File: config.mk
export PLATFORM = sky130hd
export DESIGN_NAME = windowed_quality_trend_estimator
export DESIGN_NICKNAME = d
export VERILOG_FILES = /design/src/rtl/wqte_pkg.sv /design/src/rtl/windowed_quality_trend_estimator.sv
export SDC_FILE = /design/constraint.sdc
export NUM_CORES = 2
export LEC_CHECK = 0
export BUFFER_PORTS_ARGS = -buffer_cell sky130_fd_sc_hd__clkbuf_2
export CAP_MARGIN = 20
export CORE_MARGIN = 8
export CORE_UTILIZATION = 45
export CTS_CLUSTER_DIAMETER = 80
export DETAILED_ROUTE_END_ITERATION = 6
export PLACE_DENSITY_LB_ADDON = 0.05
export RECOVER_POWER = 50
export SETUP_SLACK_MARGIN = 0.05
export SLEW_MARGIN = 20
export SYNTH_ARGS = -nofsm -noshare
export SYNTH_HDL_FRONTEND = slang
export SYNTH_SLANG_ARGS = --single-unit
File: constraint.sdc
create_clock -name clk -period 14 [get_ports clk]
set_clock_uncertainty 0.15 [all_clocks]
set_input_delay 0.7 -clock clk [delete_from_list [all_inputs] [get_ports clk]]
set_output_delay 0.7 -clock clk [all_outputs]
set_load 0.01 [all_outputs]
File: src/rtl/wqte_pkg.sv
// ----------------------------------------------------------------------------
// wqte_pkg: shared definitions for the windowed quality trend estimator
// Field widths, the trend band, trend codes and the sequencer state type.
// ----------------------------------------------------------------------------
package wqte_pkg;

  // Quality values are unsigned fixed point with 65536 standing for 1.0.
  localparam int unsigned QW            = 17;
  localparam int unsigned DEPTH_DEFAULT = 64;
  localparam int unsigned ITERS_W       = 32;
  localparam int unsigned FILLED_W      = 7;
  localparam int unsigned S_TDATA_W     = 24;
  localparam int unsigned M_TDATA_W     = 64;

  // Band of 0.05 around zero difference that still counts as stable.
  localparam logic signed [QW:0] TREND_BAND = 18'sd3277;

  localparam logic [QW-1:0] TARGET_RESET = 17'd65536;

  typedef enum logic [1:0] {
    TREND_UP   = 2'd0,
    TREND_FLAT = 2'd1,
    TREND_DOWN = 2'd2,
    TREND_NONE = 2'd3
  } trend_t;

  typedef enum logic [1:0] {
    S_IDLE,
    S_READ,
    S_DIV,
    S_DONE
  } state_t;

endpackage

File: src/rtl/windowed_quality_trend_estimator.sv
// ----------------------------------------------------------------------------
// windowed_quality_trend_estimator
// Keeps the last DEPTH quality samples in a ring memory and reports trend,
// per-sample rate and the estimated number of samples left to the target.
// ----------------------------------------------------------------------------
//  channel   direction  contents (lowest bit first)
//  cfg       in         cfg_wdata: target_level[16:0]
//  s_*       in         s_tdata: quality_sample[16:0], zero pad to 24 bits
//  m_*       out        m_tdata: trend[1:0], rate[18:2], iterations_left[50:19],
//                                filled[57:51], zero pad to 64 bits
//
//  One sample is handled at a time: after a transfer the block reads the
//  oldest entry, then the two serial dividers run side by side for
//  PW = 17 + clog2(DEPTH + 1) steps, and the result is registered in the
//  done state before the next transfer is accepted. A new
//  sample is taken while that result still waits on m_tready.
//  Reset is synchronous; no clearing pass is needed, as only written ring
//  entries are read.
// ----------------------------------------------------------------------------
module windowed_quality_trend_estimator
  import wqte_pkg::*;
#(
  parameter int unsigned DEPTH = DEPTH_DEFAULT
) (
  input  logic                 clk,
  input  logic                 rst,
  input  logic                 cfg_we,
  input  logic [QW-1:0]        cfg_wdata,   // target level
  input  logic                 s_tvalid,
  output logic                 s_tready,
  input  logic [S_TDATA_W-1:0] s_tdata,     // quality_sample, zero pad
  output logic                 m_tvalid,
  input  logic                 m_tready,
  output logic [M_TDATA_W-1:0] m_tdata      // trend, rate, iterations_left, filled, pad
);

  localparam int unsigned PTR_W = (DEPTH > 1) ? $clog2(DEPTH) : 1;
  localparam int unsigned FW    = $clog2(DEPTH + 1);
  localparam int unsigned PW    = QW + FW;
  localparam int unsigned CW    = $clog2(PW + 1);

  state_t state, state_next;

  logic [QW-1:0]    target_level;
  logic [PTR_W-1:0] write_pointer;
  logic [FW-1:0]    fill_count;

  logic [QW-1:0]    ring [DEPTH];
  logic [QW-1:0]    rd_data;
  logic [PTR_W-1:0] wp_inc;
  logic [PTR_W-1:0] rd_addr;
  logic             accept;
  logic [FW-1:0]    fill_inc;

  // Per-item working registers
  logic [QW-1:0]        sample_q;
  logic [FW-1:0]        fill_q;
  logic signed [QW:0]   diff_q;
  logic                 at_target_q;
  logic [CW-1:0]        step_cnt;

  // Estimate divider: gap * fill / diff
  logic [PW-1:0] iquo;
  logic [QW-1:0] irem;
  logic [QW-1:0] idiv;
  // Rate divider: |diff| / fill
  logic [PW-1:0] rquo;
  logic [FW-1:0] rrem;

  logic signed [QW:0] diff_c;
  logic [QW-1:0]      mag_c;
  logic [QW-1:0]      gap_c;
  logic [PW-1:0]      prod_c;

  logic [QW:0]   itrial;
  logic          ibit;
  logic [QW-1:0] irem_next;
  logic [FW:0]   rtrial;
  logic          rbit;
  logic [FW-1:0] rrem_next;

  logic               out_load;
  trend_t             trend_c;
  logic [QW-1:0]      rate_c;
  logic [ITERS_W-1:0] iters_c;
  logic [QW-1:0]      rate_mag;

  trend_t             trend_r;
  logic [QW-1:0]      rate_r;
  logic [ITERS_W-1:0] iters_r;
  logic [FILLED_W-1:0] filled_r;

  assign accept   = s_tvalid && s_tready;
  assign wp_inc   = (write_pointer == PTR_W'(DEPTH - 1)) ? '0 : write_pointer + 1'b1;
  assign fill_inc = (fill_count == FW'(DEPTH)) ? fill_count : fill_count + 1'b1;
  // Until the ring wraps the oldest sample sits in entry zero; once full it
  // is the entry right after the one being overwritten.
  assign rd_addr  = (fill_count == FW'(DEPTH)) ? wp_inc : '0;

  always_ff @(posedge clk) begin
    if (accept) begin
      ring[write_pointer] <= s_tdata[QW-1:0];
    end
    rd_data <= ring[rd_addr];
  end

  always_ff @(posedge clk) begin
    if (rst) begin
      target_level <= TARGET_RESET;
    end else if (cfg_we) begin
      target_level <= cfg_wdata;
    end
  end

  always_ff @(posedge clk) begin
    if (rst) begin
      state         <= S_IDLE;
      write_pointer <= '0;
      fill_count    <= '0;
    end else begin
      state <= state_next;
      if (accept) begin
        write_pointer <= wp_inc;
        fill_count    <= fill_inc;
      end
    end
  end

  always_comb begin
    state_next = state;
    s_tready   = 1'b0;
    out_load   = 1'b0;
    unique case (state)
      S_IDLE: begin
        s_tready = !rst;
        if (s_tvalid) begin
          state_next = S_READ;
        end
      end
      S_READ: begin
        state_next = S_DIV;
      end
      S_DIV: begin
        if (step_cnt == CW'(1)) begin
          state_next = S_DONE;
        end
      end
      S_DONE: begin
        if (!m_tvalid || m_tready) begin
          out_load   = 1'b1;
          state_next = S_IDLE;
        end
      end
      default: state_next = S_IDLE;
    endcase
  end

  // Set-up arithmetic, evaluated while the oldest sample arrives
  always_comb begin
    diff_c = $signed({1'b0, sample_q}) - $signed({1'b0, rd_data});
    mag_c  = diff_c[QW] ? QW'(-diff_c) : diff_c[QW-1:0];
    gap_c  = target_level - sample_q;
    prod_c = PW'(gap_c) * PW'(fill_q);
  end

  // One restoring step for each divider
  always_comb begin
    itrial    = {irem, iquo[PW-1]};
    ibit      = (itrial >= {1'b0, idiv});
    irem_next = ibit ? QW'(itrial - {1'b0, idiv}) : itrial[QW-1:0];
    rtrial    = {rrem, rquo[PW-1]};
    rbit      = (rtrial >= {1'b0, fill_q});
    rrem_next = rbit ? FW'(rtrial - {1'b0, fill_q}) : rtrial[FW-1:0];
  end

  always_ff @(posedge clk) begin
    if (accept) begin
      sample_q <= s_tdata[QW-1:0];
      fill_q   <= fill_inc;
    end
    unique case (state)
      S_READ: begin
        diff_q      <= diff_c;
        at_target_q <= (sample_q >= target_level);
        iquo        <= prod_c;
        irem        <= '0;
        idiv        <= diff_c[QW-1:0];
        rquo        <= PW'(mag_c);
        rrem        <= '0;
        step_cnt    <= CW'(PW);
      end
      S_DIV: begin
        iquo     <= {iquo[PW-2:0], ibit};
        irem     <= irem_next;
        rquo     <= {rquo[PW-2:0], rbit};
        rrem     <= rrem_next;
        step_cnt <= step_cnt - 1'b1;
      end
      default: begin
      end
    endcase
  end

  always_comb begin
    rate_mag = rquo[QW-1:0];
    if (fill_q < FW'(2)) begin
      trend_c = TREND_NONE;
      rate_c  = '0;
      iters_c = '0;
    end else begin
      priority if (diff_q > TREND_BAND) begin
        trend_c = TREND_UP;
      end else if (diff_q < -TREND_BAND) begin
        trend_c = TREND_DOWN;
      end else begin
        trend_c = TREND_FLAT;
      end
      rate_c = diff_q[QW] ? QW'(-rate_mag) : rate_mag;
      priority if (diff_q[QW] || (diff_q == '0)) begin
        iters_c = '1;
      end else if (at_target_q) begin
        iters_c = '0;
      end else begin
        iters_c = ITERS_W'(iquo);
      end
    end
  end

  always_ff @(posedge clk) begin
    if (rst) begin
      m_tvalid <= 1'b0;
    end else if (out_load) begin
      m_tvalid <= 1'b1;
    end else if (m_tready) begin
      m_tvalid <= 1'b0;
    end
  end

  always_ff @(posedge clk) begin
    if (out_load) begin
      trend_r  <= trend_c;
      rate_r   <= rate_c;
      iters_r  <= iters_c;
      filled_r <= FILLED_W'(fill_q);
    end
  end

  assign m_tdata = {{(M_TDATA_W - 2 - QW - ITERS_W - FILLED_W){1'b0}},
                    filled_r, iters_r, rate_r, trend_r};

`ifndef ASSERT_OFF
  a_fill_bound: assert property (@(posedge clk) disable iff (rst)
    fill_count <= FW'(DEPTH))
    else $error("fill count above ring depth");

  a_ptr_tracks_fill: assert property (@(posedge clk) disable iff (rst)
    (fill_count < FW'(DEPTH)) |-> (FW'(write_pointer) == fill_count))
    else $error("write pointer out of step with fill count before wrap");

  a_accept_to_read: assert property (@(posedge clk) disable iff (rst)
    accept |=> (state == S_READ))
    else $error("accepted sample did not start a read");

  a_div_count: assert property (@(posedge clk) disable iff (rst)
    (state == S_DIV) |-> ((step_cnt != '0) && (step_cnt <= CW'(PW))))
    else $error("divider step count out of range");

  a_load_free: assert property (@(posedge clk) disable iff (rst)
    out_load |-> (!m_tvalid || m_tready))
    else $error("result register overwritten while held");
`endif

endmodule

==> impl_metrics.ini <==
[outcome]
status = finished with violations
violations = antenna rules, capacitance limit, slew limit

[floorplan]
core_area_sq_um = 129000
dieWidth_microns = 377
row_count = 132
start_util_pct = 45.4
dieArea_sq_um = 142000
ioPinCount = 112
dieHeight_microns = 377

[cells_and_area]
multi_input_area_sq_um = 18300
fillerInstances = 11400
regArea_sq_um = 38800
fin_nets = 4986
drive_gt1_share_pct = 9.91
area_delta_synth_final_pct = 12.2
fin_cells = 6611

[global_routing]
grt_use_total_pct = 23.3
grt_use_met3_pct = 3.19
grt_use_met2_pct = 38.9
grt_pass1_wl_microns = 248000
grt_max_degree = 163
grt_overflow_total = 0
met1_usage_pct = 31.9
gr-max-usage-layer = met2
antenna_found_initial = 2
grt_pass1_vias = 36700

[setup_path]
crit_type = flip-flop to flip-flop
reg2reg_depth = 25
max_stage_delay_ns = 0.66
critPathCaptureType = flip-flop
crit_top_cell = fa_1
crit_fanout = 7
worstPathBufferInverterCount = 3
slowest_stage = o32ai_1
worstSetupStartpointType = flip-flop
r2r-end = iquo[21]$_DFFE_PP_
r2r_slack_ns = 6.38
cpLargestDelayFamily = adder cells
arrival_ns = 7.96
crit_required_ns = 14.34
r2r_start = sample_q[1]$_DFFE_PP_

[timing]
max_freq_mhz = 131
fin_setup_tns_ns = 0
report.final.slew_viol_count = 1260
fin_crit_sh_pct = 54.4
rsz0062_at_grt = false
slew_headroom_pct = -157
hold_viol_final = 0
period_needed_ns = 7.62
worst_pin_slew_ns = 3.85
setup_viol = 0

[clock_network]
clk_pin_slew_ns = 0.06
clock_path_buffers = 3
numClockSinks = 1309
htreeDepth = 4
cts_tree = yes
cts_resized = 0
clock_latency_ns = 0.77
cts-root-buf = clkbuf_16
cts_buffers = 143
hold_buffers = 3
cts_setup_buffers = 0

[power_and_ir_drop]
switching_share_pct = 30.6
power_frac_comb_pct = 26.3
leakage_nw = 22.8
seq_power_share_pct = 42.0
p_int_w = 0.00797
powerDensity_nw_per_um2 = 174
power.share.clock_pct = 31.6
ir_drop_mv = 0.128
netSwitchingPower_w = 0.00351

[yosys]
synth.most_common_cell = edfxtp_1
synth_top_area_share_pct = 64.4
synth-seq-area-share_pct = 66.1
synth_xor_area_share_pct = 1.35
synth_top_family_by_area = simple AND/OR/NAND/NOR gates
synthArstFlopShare_pct = 0
synth-simple-area-share_pct = 12.9
netlist_area_sq_um = 58700
syn_avg_cell_area_sq_um = 12.6
synth-main-ff-cell = edfxtp_1
synth_area_leaders = edfxtp_1 64%, nand2_1 4.8%, fa_1 2.7%, ha_1 2.4%, nand3_1 2.2%
synth_common_cells = 1259 x edfxtp_1, 752 x nand2_1, 256 x nand3_1
synthCells = 4645
synth-edff-count = 1259
yosys.area.top_type = edfxtp_1
synthMuxAreaShare_pct = 1.20
yosysUniqueCellTypes = 81
synth_compound_area_share_pct = 10.1
yosysWarningCount = 0
synth_seq_cells = 1309
synthAdderAreaFrac_pct = 5.07

[routing]
vias = 37900
firstDrtPassIters = 5
drt_iter0_drc = 3458
final_antenna_net_count = 1
viasPerCell = 5.73
wl_microns = 169000
drc = 0
wire_per_inst_microns = 25.6

[place]
port_buffers = 98
hpwl_microns = 98600
routabilityCongestion = 0.825
dp_cells = 6342

[worst_hold_path]
hold_end = target_level[7]$_SDFFE_PP0P_
hold_start = cfg_wdata[7]
hold_depth = 3
hold_path.class = primary input to flip-flop

[job]
drv_cap = 20
==> cells in the final DEF, fill, tap and decap left out, types with 113 or more instances in the layout <==
master     count
a21oi_1      185
o21ai_0      144
nand3_1      255
o221ai_1     120
nor3_1       118
nor2_1       234
nand2_1      748
ha_1         113
clkbuf_16    153
edfxtp_1    1259
inv_1        165
==> state kept, by name, summed over array words and instances (netlist names), 18 cells and up <==
name,cells
rquo,24
iquo,24
iters_r,25
diff_q,18
ring,1088
==> stage by stage <==
step           worst slack, ns  utilization (%)  hold WS (ns)  cell area, sq um  total power, W
3_5_place_dp              6.37             47.5         0.337             61500         0.00794
2_1_floorplan             7.19                -         0.305             58800         0.00714
6_report                  6.38             50.9        0.0425             65900          0.0115
3_3_place_gp              6.39             47.5         0.335             61400         0.00793
4_1_cts                   6.34             51.0      0.000784             66000          0.0116
5_1_grt                   5.84             50.9        0.0360             65900          0.0121
==> cells by family (layout without fill, tap and decap cells) <==
kind of cell | after synthesis | after routing
compound gates | 870 | 870
buf+inv | 448 | 662
xor+xnor | 90 | 90
flops | 1309 | 1309
mux | 52 | 52
simple gates | 1684 | 1684
fa+ha+maj | 191 | 191
other cells | 1 | 11
==> area by class of cell <==
type / instances / area share (%)
Clock buffer: 187 / 6.03
Inverter: 166 / 0.945
Multi-Input combinational cell: 2893 / 27.7
Tap cell: 1742 / 3.31
Antenna cell: 5 / 0.0190
Sequential cell: 1309 / 58.9
Timing Repair Buffer: 236 / 2.28
Clock inverter: 73 / 0.830
==> layer usage <==
layer / share of wire (%) / wire (microns)
met5: 0 / 0
met2: 48 / 81700
met1: 44 / 74100
met3: 5.2 / 8800
met4: 2.7 / 4640
==> how the worst max path moves through the flow <==
stage / start / end / slack [ns] / cells past startpoint
finish: sample_q[1]$_DFFE_PP_ / iquo[21]$_DFFE_PP_ / 6.38 / 25
global route: sample_q[1]$_DFFE_PP_ / iquo[21]$_DFFE_PP_ / 5.84 / 25
CTS: sample_q[1]$_DFFE_PP_ / iquo[21]$_DFFE_PP_ / 6.34 / 25
detailed placement: sample_q[1]$_DFFE_PP_ / iquo[21]$_DFFE_PP_ / 6.37 / 25
global placement: sample_q[1]$_DFFE_PP_ / iquo[21]$_DFFE_PP_ / 6.39 / 25
floorplan: sample_q[0]$_DFFE_PP_ / iquo[22]$_DFFE_PP_ / 7.19 / 27
==> power groups by stage <==
stage	clock, W	sequential, W	combinational [W]
2_1_floorplan	0	0.00484	0.00230
3_3_place_gp	0	0.00489	0.00305
3_5_place_dp	0	0.00489	0.00305
4_1_cts	0.00371	0.00481	0.00307
5_1_grt	0.00385	0.00485	0.00345
6_report	0.00363	0.00482	0.00302
==> worst reg2reg max path, delay by kind of cell (launching register included) <==
kind            cells  cell delay, ns
flops               1            0.47
xor+xnor            2            0.73
fa+ha+maj           6            2.38
buf+inv             3            0.16
simple gates        5            1.23
compound gates      9            2.24
Power figures use the tool's default switching activity.
